$ cat src/hdl/tsd_pkg.sv
`timescale 1ns / 1ps

package tsd_pkg;

	localparam logic [7:0] CH_DQUOTE = 8'h22;
	localparam logic [7:0] CH_SQUOTE = 8'h27;
	localparam logic [7:0] CH_BSLASH = 8'h5C;
	localparam logic [7:0] CH_LF     = 8'h0A;
	localparam logic [7:0] CH_CR     = 8'h0D;
	localparam logic [7:0] CH_TAB    = 8'h09;
	localparam logic [7:0] CH_SPACE  = 8'h20;

	localparam logic [31:0] CP_MAX = 32'h0010_FFFF;
	localparam logic [31:0] SUR_LO = 32'h0000_D800;
	localparam logic [31:0] SUR_HI = 32'h0000_DFFF;
	localparam logic [2:0]  RUN_MAX   = 3'd5;
	localparam logic [2:0]  RUN_CLOSE = 3'd3;

	localparam int MAX_RES = 4;

	typedef enum logic [3:0] {
		PH_IDLE = 4'd0,
		PH_OPEN = 4'd1,
		PH_LEAD = 4'd2,
		PH_BODY = 4'd3,
		PH_ESC  = 4'd4,
		PH_HEX  = 4'd5,
		PH_RUN  = 4'd6
	} phase_t;

	typedef enum logic [2:0] {
		ST_OK        = 3'd0,
		ST_UNTERM    = 3'd1,
		ST_NEWLINE   = 3'd2,
		ST_BAD_ESC   = 3'd3,
		ST_BAD_HEX   = 3'd4,
		ST_BAD_CP    = 3'd5,
		ST_QUOTE_RUN = 3'd6,
		ST_NO_QUOTE  = 3'd7
	} status_t;

	typedef struct packed {
		logic [7:0] in_byte;
		logic       source_end;
	} in_beat_t;

	typedef struct packed {
		logic [7:0] out_byte;
		logic       byte_valid;
		logic       token_done;
		status_t    status;
		logic [1:0] string_kind;
		logic       not_consumed;
		logic       last;
	} out_beat_t;

	typedef struct packed {
		logic    drop;
		logic    fin;
		status_t st;
		logic    esc;
		logic    run;
	} body_res_t;

	function automatic logic is_blank(input logic [7:0] c);
		return (c == CH_SPACE) || (c == CH_TAB) || (c == CH_CR) || (c == CH_LF);
	endfunction

	// bit 4 flags a non-hex character
	function automatic logic [4:0] hex_val(input logic [7:0] c);
		logic [7:0] d;
		d = 8'h00;
		if (c >= 8'h30 && c <= 8'h39) begin
			d = c - 8'h30;
			return {1'b0, d[3:0]};
		end
		if (c >= 8'h61 && c <= 8'h66) begin
			d = c - 8'h57;
			return {1'b0, d[3:0]};
		end
		if (c >= 8'h41 && c <= 8'h46) begin
			d = c - 8'h37;
			return {1'b0, d[3:0]};
		end
		return 5'h10;
	endfunction

	function automatic body_res_t body_fn(input logic [7:0] c, input logic skip,
			input logic ml, input logic lit);
		body_res_t r;
		logic [7:0] qc;
		r = '{drop: 1'b0, fin: 1'b0, st: ST_OK, esc: 1'b0, run: 1'b0};
		qc = lit ? CH_SQUOTE : CH_DQUOTE;
		if (skip && is_blank(c)) begin
			r.drop = 1'b1;
		end else if (!ml && c == CH_LF) begin
			r.fin = 1'b1;
			r.st  = ST_NEWLINE;
		end else if (!lit && c == CH_BSLASH) begin
			r.esc = 1'b1;
		end else if (c == qc) begin
			if (!ml) begin
				r.fin = 1'b1;
			end else begin
				r.run = 1'b1;
			end
		end
		return r;
	endfunction

endpackage

$ cat src/hdl/toml_string_scan_decode.sv
// Stages: an accepted input beat is registered into stage 1, and its result beats
// into the result buffer. Throughput: one input beat per cycle while out_ready is
// high and each item yields at most one result; an item yielding several results
// (UTF-8 sequences, closing quote runs) holds the input stage while the result buffer
// drains one beat per cycle while out_ready is high. Reset: arst_n clears the token
// state to idle, empties both stages and sets emit_q to 1.
`timescale 1ns / 1ps

module toml_string_scan_decode import tsd_pkg::*; (
	input  logic      clk,
	input  logic      arst_n,
	input  logic      in_valid,
	output logic      in_ready,
	input  in_beat_t  in_data,
	output logic      out_valid,
	input  logic      out_ready,
	output out_beat_t out_data,
	input  logic      cfg_wr_en,
	input  logic      cfg_wr_data
);

	logic emit_q;

	logic       valid_s1;
	logic [7:0] byte_s1;
	logic       end_s1;

	phase_t      phase_q, nx_phase;
	logic        lit_q, nx_lit;
	logic        ml_q, nx_ml;
	logic [1:0]  oqc_q, nx_oqc;
	logic [2:0]  crc_q, nx_crc;
	logic [3:0]  hex_q, nx_hex;
	logic [31:0] cp_q, nx_cp;
	logic        pcr_q, nx_pcr;
	logic        skip_q, nx_skip;

	out_beat_t res_q [MAX_RES];
	logic [2:0] cnt_q;

	logic [7:0]  rb [MAX_RES];
	logic [2:0]  r_n;
	logic        fin;
	status_t     fst;
	logic        fnc;
	logic        do_body;
	body_res_t   bd;
	logic [7:0]  qc;
	logic [4:0]  hv;
	logic [31:0] acc;
	logic [3:0]  hl;

	out_beat_t res_c [MAX_RES];
	logic [2:0] e_n;
	logic [2:0] n_res;
	logic       buf_free;
	logic       fire;

	assign qc = lit_q ? CH_SQUOTE : CH_DQUOTE;
	assign bd = body_fn(byte_s1, skip_q, ml_q, lit_q);
	assign hv = hex_val(byte_s1);
	assign acc = {cp_q[27:0], hv[3:0]};

	// next token state and raw content bytes
	always_comb begin
		nx_phase = phase_q;
		nx_lit   = lit_q;
		nx_ml    = ml_q;
		nx_oqc   = oqc_q;
		nx_crc   = crc_q;
		nx_hex   = hex_q;
		nx_cp    = cp_q;
		nx_pcr   = pcr_q;
		nx_skip  = skip_q;
		for (int i = 0; i < MAX_RES; i++) begin
			rb[i] = 8'h00;
		end
		r_n     = 3'd0;
		fin     = 1'b0;
		fst     = ST_OK;
		fnc     = 1'b0;
		do_body = 1'b0;
		hl      = 4'd0;
		if (end_s1) begin
			fin = 1'b1;
			if (phase_q == PH_IDLE) begin
				fst = ST_NO_QUOTE;
			end else if (phase_q == PH_OPEN && oqc_q == 2'd2) begin
				fst = ST_OK;
			end else if (phase_q == PH_RUN && crc_q >= RUN_CLOSE) begin
				fst = ST_OK;
				for (int k = 0; k < 2; k++) begin
					if (3'(k) + RUN_CLOSE < crc_q) begin
						rb[r_n[1:0]] = qc;
						r_n = r_n + 3'd1;
					end
				end
			end else begin
				fst = ST_UNTERM;
			end
		end else begin
			unique case (phase_q)
				PH_IDLE: begin
					if (byte_s1 == CH_DQUOTE || byte_s1 == CH_SQUOTE) begin
						nx_lit   = (byte_s1 == CH_SQUOTE);
						nx_ml    = 1'b0;
						nx_oqc   = 2'd1;
						nx_crc   = 3'd0;
						nx_hex   = 4'd0;
						nx_cp    = 32'd0;
						nx_pcr   = 1'b0;
						nx_skip  = 1'b0;
						nx_phase = PH_OPEN;
					end else begin
						fin = 1'b1;
						fst = ST_NO_QUOTE;
					end
				end
				PH_OPEN: begin
					if (byte_s1 == qc) begin
						if (oqc_q < 2'd2) begin
							nx_oqc = 2'd2;
						end else begin
							nx_oqc   = 2'd3;
							nx_ml    = 1'b1;
							nx_phase = PH_LEAD;
						end
					end else if (oqc_q < 2'd2) begin
						nx_phase = PH_BODY;
						do_body  = 1'b1;
					end else begin
						fin = 1'b1;
						fnc = 1'b1;
					end
				end
				PH_LEAD: begin
					if (pcr_q) begin
						nx_pcr   = 1'b0;
						nx_phase = PH_BODY;
						if (byte_s1 != CH_LF) begin
							rb[r_n[1:0]] = CH_CR;
							r_n = r_n + 3'd1;
							do_body = 1'b1;
						end
					end else if (byte_s1 == CH_CR) begin
						nx_pcr = 1'b1;
					end else begin
						nx_phase = PH_BODY;
						do_body  = (byte_s1 != CH_LF);
					end
				end
				PH_BODY: begin
					do_body = 1'b1;
				end
				PH_ESC: begin
					nx_phase = PH_BODY;
					case (byte_s1)
						8'h62: begin rb[r_n[1:0]] = 8'h08; r_n = r_n + 3'd1; end
						8'h74: begin rb[r_n[1:0]] = 8'h09; r_n = r_n + 3'd1; end
						8'h6E: begin rb[r_n[1:0]] = 8'h0A; r_n = r_n + 3'd1; end
						8'h66: begin rb[r_n[1:0]] = 8'h0C; r_n = r_n + 3'd1; end
						8'h72: begin rb[r_n[1:0]] = 8'h0D; r_n = r_n + 3'd1; end
						CH_DQUOTE: begin rb[r_n[1:0]] = CH_DQUOTE; r_n = r_n + 3'd1; end
						CH_BSLASH: begin rb[r_n[1:0]] = CH_BSLASH; r_n = r_n + 3'd1; end
						8'h75, 8'h55: begin
							nx_hex   = (byte_s1 == 8'h75) ? 4'd4 : 4'd8;
							nx_cp    = 32'd0;
							nx_phase = PH_HEX;
						end
						default: begin
							if (ml_q && is_blank(byte_s1)) begin
								nx_skip = 1'b1;
							end else begin
								fin = 1'b1;
								fst = ST_BAD_ESC;
							end
						end
					endcase
				end
				PH_HEX: begin
					if (hv[4]) begin
						fin = 1'b1;
						fst = ST_BAD_HEX;
					end else begin
						hl     = (hex_q != 4'd0) ? hex_q - 4'd1 : 4'd0;
						nx_cp  = acc;
						nx_hex = hl;
						if (hl == 4'd0) begin
							if (acc > CP_MAX || (acc >= SUR_LO && acc <= SUR_HI)) begin
								fin = 1'b1;
								fst = ST_BAD_CP;
							end else begin
								nx_phase = PH_BODY;
								if (acc < 32'h80) begin
									rb[0] = acc[7:0];
									r_n   = 3'd1;
								end else if (acc < 32'h800) begin
									rb[0] = {3'b110, acc[10:6]};
									rb[1] = {2'b10, acc[5:0]};
									r_n   = 3'd2;
								end else if (acc < 32'h10000) begin
									rb[0] = {4'b1110, acc[15:12]};
									rb[1] = {2'b10, acc[11:6]};
									rb[2] = {2'b10, acc[5:0]};
									r_n   = 3'd3;
								end else begin
									rb[0] = {5'b11110, acc[20:18]};
									rb[1] = {2'b10, acc[17:12]};
									rb[2] = {2'b10, acc[11:6]};
									rb[3] = {2'b10, acc[5:0]};
									r_n   = 3'd4;
								end
							end
						end
					end
				end
				PH_RUN: begin
					if (byte_s1 == qc) begin
						nx_crc = crc_q + 3'd1;
						if (crc_q + 3'd1 > RUN_MAX) begin
							fin = 1'b1;
							fst = ST_QUOTE_RUN;
						end
					end else if (crc_q >= RUN_CLOSE) begin
						for (int k = 0; k < 2; k++) begin
							if (3'(k) + RUN_CLOSE < crc_q) begin
								rb[r_n[1:0]] = qc;
								r_n = r_n + 3'd1;
							end
						end
						fin = 1'b1;
						fnc = 1'b1;
					end else begin
						for (int k = 0; k < 2; k++) begin
							if (3'(k) < crc_q) begin
								rb[r_n[1:0]] = qc;
								r_n = r_n + 3'd1;
							end
						end
						nx_crc   = 3'd0;
						nx_phase = PH_BODY;
						do_body  = 1'b1;
					end
				end
				default: begin
					nx_phase = PH_IDLE;
					nx_lit   = 1'b0;
					nx_ml    = 1'b0;
					nx_oqc   = 2'd0;
					nx_crc   = 3'd0;
					nx_hex   = 4'd0;
					nx_cp    = 32'd0;
					nx_pcr   = 1'b0;
					nx_skip  = 1'b0;
				end
			endcase
			if (do_body && !bd.drop) begin
				nx_skip = 1'b0;
				if (bd.fin) begin
					fin = 1'b1;
					fst = bd.st;
				end else if (bd.esc) begin
					nx_phase = PH_ESC;
				end else if (bd.run) begin
					nx_crc   = 3'd1;
					nx_phase = PH_RUN;
				end else begin
					rb[r_n[1:0]] = byte_s1;
					r_n = r_n + 3'd1;
				end
			end
		end
		if (fin) begin
			nx_phase = PH_IDLE;
			nx_lit   = 1'b0;
			nx_ml    = 1'b0;
			nx_oqc   = 2'd0;
			nx_crc   = 3'd0;
			nx_hex   = 4'd0;
			nx_cp    = 32'd0;
			nx_pcr   = 1'b0;
			nx_skip  = 1'b0;
		end
	end

	// result beats of the item in stage 1
	always_comb begin
		e_n   = emit_q ? r_n : 3'd0;
		n_res = e_n + {2'b00, fin};
		for (int i = 0; i < MAX_RES; i++) begin
			res_c[i].out_byte     = 8'h00;
			res_c[i].byte_valid   = 1'b0;
			res_c[i].token_done   = 1'b0;
			res_c[i].status       = ST_OK;
			res_c[i].string_kind  = {ml_q, lit_q};
			res_c[i].not_consumed = 1'b0;
			res_c[i].last         = (3'(i) + 3'd1 == n_res);
			if (3'(i) < e_n) begin
				res_c[i].out_byte   = rb[i];
				res_c[i].byte_valid = 1'b1;
			end else if (fin && 3'(i) == e_n) begin
				res_c[i].token_done   = 1'b1;
				res_c[i].status       = fst;
				res_c[i].not_consumed = fnc;
			end
		end
	end

	assign out_valid = (cnt_q != 3'd0);
	assign out_data  = res_q[0];
	assign buf_free  = (cnt_q == 3'd0) || (cnt_q == 3'd1 && out_ready);
	assign fire      = valid_s1 && (n_res == 3'd0 || buf_free);
	assign in_ready  = !valid_s1 || fire;

	always_ff @(posedge clk or negedge arst_n) begin
		if (!arst_n) begin
			emit_q <= 1'b1;
		end else if (cfg_wr_en) begin
			emit_q <= cfg_wr_data;
		end
	end

	always_ff @(posedge clk or negedge arst_n) begin
		if (!arst_n) begin
			valid_s1 <= 1'b0;
		end else if (in_ready) begin
			valid_s1 <= in_valid;
		end
	end

	always_ff @(posedge clk) begin
		if (in_valid && in_ready) begin
			byte_s1 <= in_data.in_byte;
			end_s1  <= in_data.source_end;
		end
	end

	always_ff @(posedge clk or negedge arst_n) begin
		if (!arst_n) begin
			phase_q <= PH_IDLE;
			lit_q   <= 1'b0;
			ml_q    <= 1'b0;
			oqc_q   <= 2'd0;
			crc_q   <= 3'd0;
			hex_q   <= 4'd0;
			cp_q    <= 32'd0;
			pcr_q   <= 1'b0;
			skip_q  <= 1'b0;
		end else if (fire) begin
			phase_q <= nx_phase;
			lit_q   <= nx_lit;
			ml_q    <= nx_ml;
			oqc_q   <= nx_oqc;
			crc_q   <= nx_crc;
			hex_q   <= nx_hex;
			cp_q    <= nx_cp;
			pcr_q   <= nx_pcr;
			skip_q  <= nx_skip;
		end
	end

	always_ff @(posedge clk or negedge arst_n) begin
		if (!arst_n) begin
			cnt_q <= 3'd0;
		end else if (fire && n_res != 3'd0) begin
			cnt_q <= n_res;
		end else if (out_valid && out_ready) begin
			cnt_q <= cnt_q - 3'd1;
		end
	end

	// result buffer shifts towards slot 0 as beats leave
	always_ff @(posedge clk) begin
		if (fire && n_res != 3'd0) begin
			for (int i = 0; i < MAX_RES; i++) begin
				res_q[i] <= res_c[i];
			end
		end else if (out_valid && out_ready) begin
			for (int i = 0; i < MAX_RES - 1; i++) begin
				res_q[i] <= res_q[i + 1];
			end
		end
	end

endmodule
$ cat config.mk
export PLATFORM = sky130hd
export DESIGN_NAME = toml_string_scan_decode
export DESIGN_NICKNAME = d
export VERILOG_FILES = /design/src/hdl/tsd_pkg.sv /design/src/hdl/toml_string_scan_decode.sv
export SDC_FILE = /design/constraint.sdc
export NUM_CORES = 1
export LEC_CHECK = 0
export BUFFER_PORTS_ARGS = -buffer_cell sky130_fd_sc_hd__clkbuf_2
export CORE_UTILIZATION = 30
export DETAILED_ROUTE_END_ITERATION = 16
export PLACE_DENSITY = 0.53
export SLEW_MARGIN = 25
export SYNTH_ARGS = -nofsm -noshare
export SYNTH_HDL_FRONTEND = slang
export SYNTH_SLANG_ARGS = --single-unit
$ cat constraint.sdc
create_clock -name clk -period 5.6 [get_ports clk]
set_input_delay 1.12 -clock clk [delete_from_list [all_inputs] [get_ports clk]]
set_output_delay 1.12 -clock clk [all_outputs]
set_load 0.01 [all_outputs]
# Word level (Yosys, flattened, before mapping)
# Memories as Yosys holds them, arrays and structs flattened.
# Index checks and enable logic that the tools add are counted.
# op_classes
n_reduce_logical	61
bitwise	7
n_lt_le_gt_ge	31
mux	261
eq_ne	45
add_sub_neg	11
# op_table
cell	n
$mux W32	16
$mux W3	56
$mux W8	19
$mux W28	5
$mux W4	34
$bwmux W32	4
$pmux W28 S4	1
$mux W1	77
$demux W8 S2	4
$eq A8 B7 Y1 const B	8
$mux W17	3
$pmux W7 S7	1
$mux W24	2
$pmux W24 S2	1
$mux W9	4
$ge A32 B16 Y1 const B	1
$gt A32 B21 Y1 const B	1
$le A32 B16 Y1 const B	1
$lt A32 B12 Y1 const B	1
$lt A32 B17 Y1 const B	1
$lt A32 B8 Y1 const B	1
$pmux W8 S4	1
$mux W5	6
$pmux W4 S7	1
other kinds (68)	167
# totals
n_memories	1
word_cells	431
ff_bits	59
ramBits	68
inputBits	15
output_inout_bits	19
# mem_list
memory	depth	word_bits	read_ports	rd_ports_with_merged_regs	wr	line	rtl
res_q	4	17	4	0	4	toml_string_scan_decode.sv:38	out_beat_t res_q [MAX_RES];

# Longest topological paths before layout
# Gate-level depths: netlist of run 1.
# depth
depth_word	33
mapped_depth	23
depth_no_buf	20

# Worst setup path before layout of run 1
# No wires, ideal clock.
# synth_path
path_kind	register -> register
from	register byte_s1[0]
to	register cnt_q[0]
setup_ps	129
period_less_slack_ps	6097
path_buffers	1
setup_slack_ps	-497
path_stages_with_launch	19
t_arrival_ps	5968
t_required_ps	5471
path_cell_list	edfxtp_1 > clkbuf_1 > inv_1 > ha_1 > or3b_2 > nand3_1 > a2111o_1 > o21a_1 > and2_1 > inv_1 > ha_1 > nor3_1 > o32a_2 > inv_2 > ha_1 > or3_1 > o221a_2 > nand2b_1 > o221a_2
# synth_via
elab_chain_len	30
word_cells_on_any_way	115
classes_between	add/sub (5); order compare (12); eq/ne (16); mux (59); reduce/logical (23)
# synth_rtl
item	line	rtl
from (decl)	toml_string_scan_decode.sv:25	logic [7:0] byte_s1;
from (signal assigned)	toml_string_scan_decode.sv:333	byte_s1 <= in_data.in_byte;
$ge A8 B7 Y1 / $le A8 B7 Y1 (equally long branches)	tsd_pkg.sv:81	if (c >= 8'h41 && c <= 8'h46) begin
$logic_and A1 B1 Y1	tsd_pkg.sv:81	
$mux W1 (2 in a row)	tsd_pkg.sv:81	
$mux W1	tsd_pkg.sv:77	if (c >= 8'h61 && c <= 8'h66) begin
$mux W5	tsd_pkg.sv:85	return 5'h10;
$mux W5	tsd_pkg.sv:81	
$mux W5	tsd_pkg.sv:77	
$lt A32 B17 Y1	toml_string_scan_decode.sv:201	end else if (acc < 32'h10000) begin
[... 13 more ...]	-	
$mux W3	toml_string_scan_decode.sv:84	if (end_s1) begin
$mux W3	toml_string_scan_decode.sv:288	e_n = emit_q ? r_n : 3'd0;
$add A3 B1 Y3 *	toml_string_scan_decode.sv:289	n_res = e_n + {2'b00, fin};
$logic_not A3 Y1	toml_string_scan_decode.sv:312	assign fire = valid_s1 && (n_res == 3'd0 || buf_free);
$logic_or A1 B1 Y1	toml_string_scan_decode.sv:312	
$logic_and A1 B1 Y1	toml_string_scan_decode.sv:312	
$logic_and A1 B1 Y1	toml_string_scan_decode.sv:365	end else if (fire && n_res != 3'd0) begin
$mux W3 / $reduce_bool A2 Y1 (equally long branches)	-	
to (signal assigned)	toml_string_scan_decode.sv:366	cnt_q <= n_res;
to (signal assigned)	toml_string_scan_decode.sv:368	cnt_q <= cnt_q - 3'd1;
to (decl)	toml_string_scan_decode.sv:39	logic [2:0] cnt_q;
# Mark *: on every way between the ends. The rest lies on a longest branch, timed or not. The select of a mux whose other input is x is not followed.
# A chain may end at the register's enable or synchronous reset.

# Final worst setup path of run 1
# layout_path
from	register byte_s1[7]
to	output port in_ready
# layout_via
elab_chain_len	29
word_cells_on_any_way	108
classes_between	add/sub (2); order compare (12); eq/ne (16); mux (57); reduce/logical (21)
# layout_rtl
item	line	rtl
$ge A8 B7 Y1 / $le A8 B7 Y1 (equally long branches)	tsd_pkg.sv:81	
$logic_and A1 B1 Y1	tsd_pkg.sv:81	
$mux W1 (2 in a row)	tsd_pkg.sv:81	
$mux W1	tsd_pkg.sv:77	
$mux W5	tsd_pkg.sv:85	
$mux W5	tsd_pkg.sv:81	
$mux W5	tsd_pkg.sv:77	
$lt A32 B17 Y1	toml_string_scan_decode.sv:201	
[... 12 more ...]	-	
$mux W3	toml_string_scan_decode.sv:257	if (do_body && !bd.drop) begin
$mux W3	toml_string_scan_decode.sv:84	
$mux W3	toml_string_scan_decode.sv:288	
$add A3 B1 Y3 *	toml_string_scan_decode.sv:289	
$logic_not A3 Y1 *	toml_string_scan_decode.sv:312	
$logic_or A1 B1 Y1 *	toml_string_scan_decode.sv:312	
$logic_and A1 B1 Y1 *	toml_string_scan_decode.sv:312	
$logic_or A1 B1 Y1 *	toml_string_scan_decode.sv:313	assign in_ready = !valid_s1 || fire;
to (decl)	toml_string_scan_decode.sv:13	output logic in_ready,
# Marked as above.

==> results of run 1 <==
==> through the flow <==
| step | setup TNS [ps] | setup WS (ps) | hold slack [ps] |
|---|---|---|---|
| finish | 0 | 0.943 | 510 |
| global route | -109 | -109 | 527 |
| CTS | 0 | 6.52 | 493 |
| detailed placement | 0 | 21.1 | 479 |
| global placement | 0 | 111 | 465 |
| floorplan | 0 | 15.6 | 423 |
==> cell families after synthesis <==
group	Yosys count
AND/OR/NAND/NOR	338
AO/OA/AOI/OAI	287
flip-flops	127
buffers and inverters	80
adder cells (fa/ha/maj)	15
XOR/XNOR	4
multiplexers	3
other	1
==> how the worst min path moves through the flow <==
stage	from	end	slack, ps	cells after the start
global route	res_q[3][3]	res_q[2][3]	530	2
detailed placement	cp_q[26]	cp_q[26]	480	2
finish	cp_q[26]	cp_q[26]	510	2
global placement	cp_q[26]	cp_q[26]	460	2
floorplan	lit_q	res_q[3][2]	420	0
CTS	cp_q[26]	cp_q[26]	490	2
==> registers in the layout (all words and copies together), names as in the netlist, 2 cells and up <==
register  count
cp_q         28
phase_q       4
crc_q         3
byte_s1       8
cnt_q         3
res_q        68
hex_q         4
oqc_q         2
==> area by class of cell <==
type / count / area [um2]
Inverter: 26 / 108
Tap cell: 335 / 419
Fill cell: 2639 / 16200
Sequential cell: 127 / 3570
Multi-Input combinational cell: 652 / 4320
Clock buffer: 18 / 429
Timing Repair Buffer: 118 / 881
Clock inverter: 14 / 108
==> power groups by stage <==
stage | Clock, W | Sequential, W | Combinational (W)
2_1_floorplan | 0 | 0.00148 | 0.000680
3_3_place_gp | 0 | 0.00146 | 0.00110
3_5_place_dp | 0 | 0.00147 | 0.00115
4_1_cts | 0.00106 | 0.00145 | 0.00117
5_1_grt | 0.00110 | 0.00148 | 0.00133
6_report | 0.00104 | 0.00145 | 0.00122
==> layer usage <==
| layer | routed length [um] | track usage (%) | share of wire [%] | vias up |
|---|---|---|---|---|
| met5 | 0 | 0 | 0 | - |
| met4 | 757 | 8.09 | 3.0 | 0 |
| met3 | 1590 | 4.04 | 6.3 | 56 |
| met2 | 11000 | 28.2 | 44 | 276 |
| met1 | 11800 | 26.5 | 47 | 3531 |
| li1 | - | - | - | 3423 |
==> worst max-delay path: cells and delay by family, from the launching register on <==
| kind | cells | cell delay [ps] |
|---|---|---|
| AO/OA/AOI/OAI | 4 | 890 |
| flip-flops | 1 | 460 |
| AND/OR/NAND/NOR | 6 | 1730 |
| adder cells (fa/ha/maj) | 2 | 390 |
| buffers and inverters | 4 | 550 |
==> Yosys cell counts (all sizes together) (7+ instances only) <==
cell type    n
a21o         7
a21oi       54
nor2        72
o21ai       66
a31oi        7
nand2      146
nand4        7
a211oi      12
or3          8
nand3       13
buf         15
nand2b      10
a32o        11
o31ai       18
dfrtp       49
edfxtp      77
o41ai       14
clkbuf      39
and2        12
nor4         8
a22oi       11
and3         8
nor3        23
inv         26
ha          15
==> repair_timing <==
| item | CTS | global route |
|---|---|---|
| buffers inserted | 5 | 14 |
| resized for setup | 18 | 33 |
| hold endpoints to repair | 0 | 0 |
| setup endpoints to repair | 1 | 1 |
| pin swaps | 7 | 18 |
==> run metrics, run 1 <==
Rel. slew slack=between 30% and 40%; required time of the critical path=approximately 4500 ps; placed wire-length estimate=~18 mm; CTS tree=built; commonest non-fill, non-tap cell in the layout=nand2_1; clk buf depth=2; largest family of logic cells by synthesized area=compound AO/OA/AOI/OAI gates; Non-Filler Instances=between 1000 and 1500; fin area=between 9000 and 10000 um2; P&R area growth vs syn=24.1%; Critical Path End=in_ready; final net count=approximately 1000; switching part of the total power=~36%; CTS Hold Buffers Added=0; final hold vios=0; complex-gate fraction of the synthesized area=27.1%; Syn Inst Count=about 860; post-synthesis mux area share=0.395%; clock network power share=between 20% and 30%; Final setup viols=0; clock skew after layout=23.7 ps; Final Util=37.8%; top post-synthesis cells by area=edfxtp_1 29%, dfrtp_1 15%, nand2_1 6.9%; Design Power=~0.0037 W; overall global routing resource usage=between 10% and 20%; CTS sink count=127; leakage=between 3 and 4 nW; CP cell instances=or4b_4 -> a211o_1 -> buf_4 -> buf_4 -> or4_4 -> o2111a_1 -> nand4_1 -> ha_4 -> ha_4 -> buf_6 -> nor3_4 -> o21ai_0 -> a31oi_1 -> nor2_2 -> nand2_2 -> buf_6; reg2reg path depth=19; most frequent cells in the layout=143 x nand2_1, 77 x edfxtp_1, 76 x buf_4, 70 x nor2_1, 61 x o21ai_0; Yosys reg bits=between 100 and 150; RSZ-0062 raised after global routing=yes; Placer Congestion=slightly below 0.9; cell taking the most area after synthesis=edfxtp_1; Post-synth EDFFs=77; DRC Markers=0; GRT Residual Overflow=0; Synth Area in Adders=under 10%; reg2reg start=byte_s1[7]; fin crit share=between 90 and 100%; Initial Util=just over 30%; Die Width=between 150 and 200 um; Synth Area in Simple Gates=a little over 20%; Synth Cell Area=around 8000 um2; Synth cell types=98; cts bufs inserted=17; critical path capture point type=output port; largest net degree at the start of global routing=60; Max-cap violations=0; fin. max-slew vios=0; Port Buffer Count=33; crit-path max cell delay=slightly above 600 ps; post-placement cell area=between 8000 and 9000 um2; wire per inst=between 15 and 20 um; Synth top area share=between 20% and 30%; Main synth FF type=edfxtp_1; startpoint type of the worst setup path=register; first-pass GRT wire length=about 39 mm; internal power=roughly 0.0024 W; RR Endpoint=lit_q; Clk pin slew, worst setup/hold paths=60 ps; fraction of power consumed by sequential logic=39.1%; Gate power share=roughly 33%; Die H=approximately 160 um; Synth Warn #=0; XOR/XNOR share of the synthesized area=less than 1%; PD cells=378 nW/um2; ratio of cells with drive above 1 in the final layout=a little under a quarter; Rows=between 50 and 60; WP data arrival=~4500 ps; Reg2Reg Setup Slack=about 260 ps; total iterations of the first detailed-routing run=6; H-tree depth=4; clock root cell=clkbuf_16; Routed WL=25.1 mm; worst skew pair latency=450 ps; CP Launch Point=byte_s1[7]; peak supply drop=around 0.23 mV; Diodes inserted=0; Setup CP Type=reg -> out; DP Cell Count=~1200; min Tclk post-route=5600 ps; vias per cell=around 5.6; Max Fanout on Critical Path=8; die area=~27000 um2; f_max=roughly 0.18 GHz; routed vias=around 7300; CORE AREA=around 26000 um2; CP max stage cell=or4b_4; Hold Crit Class=reg -> reg; initial antenna violation count=0; FFs w/ async S/R, synth=~39%; I/O Pins=34; Synth Area per Inst=between 9 and 10 um2; slew at the pin with the worst max-slew slack=989 ps; outcome=finished, final reports clean; vias in the first global route=6729; Routed Antenna Nets=0; initial drt markers=approximately 800; post-synthesis sequential area ratio=between 40% and 50%; Sw Pwr=approximately 0.0013 W
(Power assumes the default switching activity.)
==> run 2: changes to the inputs <==
--- a/config.mk
+++ b/config.mk
@@ -6,9 +6,10 @@
 export NUM_CORES = 1
 export LEC_CHECK = 0
 export BUFFER_PORTS_ARGS = -buffer_cell sky130_fd_sc_hd__clkbuf_2
-export CORE_UTILIZATION = 30
+export CORE_UTILIZATION = 28
 export DETAILED_ROUTE_END_ITERATION = 16
-export PLACE_DENSITY = 0.53
+export PLACE_DENSITY = 0.51
+export REMOVE_ABC_BUFFERS = 1
 export SLEW_MARGIN = 25
 export SYNTH_ARGS = -nofsm -noshare
 export SYNTH_HDL_FRONTEND = slang
==> run metrics, run 2 (synthesis results as in run 1) <==
vias per cell=5.47 (was 5.65); Max Fanout on Critical Path=10 (was 8); Die H=170 um (was 165 um); total negative slack=0 ps (unchanged); Diodes inserted=0 (unchanged); CP max stage cell=or4_4 (was or4b_4); CTS sink count=127 (unchanged); Port Buffer Count=33 (unchanged); clock skew after layout=18.1 ps (was 23.7 ps); Max-cap violations=0 (unchanged); fin crit share=97.8% (was 100%); Initial Util=28.5% (was 30.5%); Final Util=36.6% (was 37.8%); CP Launch Point=byte_s1[4] (was byte_s1[7]); critical path capture point type=output port (unchanged); routed vias=7411 (was 7286); Die Width=170 um (was 165 um); WP data arrival=4360 ps (was 4480 ps); Setup CP Type=reg -> out (unchanged); startpoint type of the worst setup path=register (unchanged); max FFs per register=68 (unchanged); CORE AREA=27800 um2 (was 26000 um2); Reg2Reg Setup Slack=440 ps (was 260 ps); P&R area growth vs syn=28.4% (was 24.1%); initial drt markers=887 (was 798); WHS Endpoint=cp_q[27] (was cp_q[26]); Hold Crit Start=cp_q[27] (was cp_q[26]); outcome=finished, final reports clean (unchanged); CTS tree=built (unchanged); die area=29000 um2 (was 27100 um2); Routed Antenna Nets=0 (unchanged); Final setup viols=0 (unchanged); Rel. slew slack=37.6% (was 33.6%); clock root cell=clkbuf_16 (unchanged); leakage=3.93 nW (was 3.74 nW); Non-Filler Instances=1356 (was 1290); cts bufs inserted=17 (unchanged); first-pass GRT wire length=41.4 mm (was 38.7 mm); reg2reg start=byte_s1[4] (was byte_s1[7]); clk buf depth=2 (unchanged); RSZ-0062 raised after global routing=yes (unchanged); Clk pin slew, worst setup/hold paths=60 ps (about the same); Hold Crit Class=reg -> reg (unchanged); overall global routing resource usage=19.0% (about the same); total iterations of the first detailed-routing run=7 (was 6); Routed WL=26.6 mm (was 25.1 mm); initial antenna violation count=0 (unchanged); most frequent cells in the layout=146 x nand2_1, 100 x buf_4, 77 x edfxtp_1, 71 x nor2_1, 59 x o21ai_0 (was 143 x nand2_1, 77 x edfxtp_1, 76 x buf_4, 70 x nor2_1, 61 x o21ai_0); DP Cell Count=1289 (was 1239); Largest Register=res_q (unchanged); vias in the first global route=6945 (was 6729); reg2reg path depth=21 (was 19); RR Endpoint=res_q[1][13] (was lit_q); peak supply drop=0.206 mV (was 0.231 mV); crit-path max cell delay=520 ps (was 610 ps); DRC Markers=0 (unchanged); GRT Residual Overflow=0 (unchanged); required time of the critical path=4480 ps (about the same); CP cell instances=buf_4 -> or4_4 -> a211oi_4 -> o32ai_4 -> o21ai_4 -> buf_4 -> a211oi_4 -> nor3b_4 -> nor2_4 -> inv_2 -> ha_4 -> ha_4 -> nor3_2 -> nand2_1 -> buf_6 -> o41ai_4 -> nor2_1 -> nand2_1 -> buf_2 (was or4b_4 -> a211o_1 -> buf_4 -> buf_4 -> or4_4 -> o2111a_1 -> nand4_1 -> ha_4 -> ha_4 -> buf_6 -> nor3_4 -> o21ai_0 -> a31oi_1 -> nor2_2 -> nand2_2 -> buf_6); final net count=995 (was 972); final hold vios=0 (unchanged); slew at the pin with the worst max-slew slack=930 ps (was 989 ps); f_max=0.183 GHz (was 0.179 GHz); CTS Hold Buffers Added=0 (unchanged); Placer Congestion=0.939 (was 0.895); placed wire-length estimate=19.2 mm (was 18.1 mm); worst skew pair latency=440 ps (was 450 ps); fillers=2872 (was 2639); largest net degree at the start of global routing=64 (was 60); hold depth=2 (unchanged); Largest regs=res_q (68), cp_q (28), byte_s1 (8) (unchanged); fin. max-slew vios=0 (unchanged); wire per inst=19.6 um (was 19.4 um); min Tclk post-route=5480 ps (was 5600 ps); PD cells=393 nW/um2 (was 378 nW/um2); commonest non-fill, non-tap cell in the layout=nand2_1 (unchanged); Rows=61 (was 59); ratio of cells with drive above 1 in the final layout=23.9% (was 22.7%); I/O Pins=34 (unchanged); H-tree depth=4 (unchanged)
-- run 2: changes by cell type in the layout (fill, tap and decap cells not counted), moves of 3 or more --
cell / delta
clkinvlp_4: -3
nand2_2: -3
nor4_2: -3
buf_4: +24
nand2_1: +3
bufinv_16: +7
-- run 2: worst max-delay path by stage --
stage                   to  slack, ps
6_report          in_ready        120
5_1_grt           in_ready        -50
4_1_cts           in_ready         50
3_5_place_dp      in_ready          5
3_3_place_gp      in_ready         30
2_1_floorplan  res_q[0][4]       -950
-- run 2: metal layers --
| metal | part of all wire, % | GRT usage (%) |
|---|---|---|
| met3 | 6.9 | 3.84 |
| met1 | 46 | 26.4 |
| met5 | 0 | 0 |
| met4 | 1.7 | 5.44 |
| met2 | 45 | 29.6 |
-- run 2: per-stage QoR --
| stage | cell area, um2 | total power [W] | hold slack, ps | worst slack (ps) |
|---|---|---|---|---|
| after floorplan | 7700 | 0.00212 | 450 | -947 |
| after global placement | 8950 | 0.00259 | 470 | 31.0 |
| after detailed placement | 8950 | 0.00260 | 475 | 5.48 |
| after CTS | 9960 | 0.00399 | 489 | 45.2 |
| after global routing | 10200 | 0.00420 | 525 | -49.8 |
| final | 10200 | 0.00400 | 488 | 122 |
-- run 2: what timing repair did --
action                     in CTS  in global routing
pin swaps                      16                 27
resized for setup              23                 22
hold endpoints to repair        0                  0
buffers inserted               22                 13
setup endpoints to repair       1                  4
cloned                          0                  0
-- run 2: area by class of cell --
type,count,area (um2),share of cell area (%)
multi-input cells,652,4310,42.4
flip-flops and latches,127,3570,35.0
repair buffers,141,1020,10.1
well taps,378,473,4.65
clock buffers,17,425,4.18
clock inverters,15,279,2.74
inverters,26,97.6,0.959
-- run 2: report_power, final --
| part | switching [W] | internal [W] | total [W] |
|---|---|---|---|
| sequential | 0.0000931 | 0.00136 | 0.00146 |
| combinational | 0.000776 | 0.000415 | 0.00119 |
| clock | 0.000466 | 0.000887 | 0.00135 |
| total | 0.00134 | 0.00267 | 0.00400 |
-- run 2: critical path: cells and delay by family, from the launching register on --
kind / cells / cell delay [ps]
compound gates: 5 / 1030
fa+ha+maj: 2 / 330
flops: 1 / 470
simple gates: 7 / 1330
buf+inv: 5 / 740
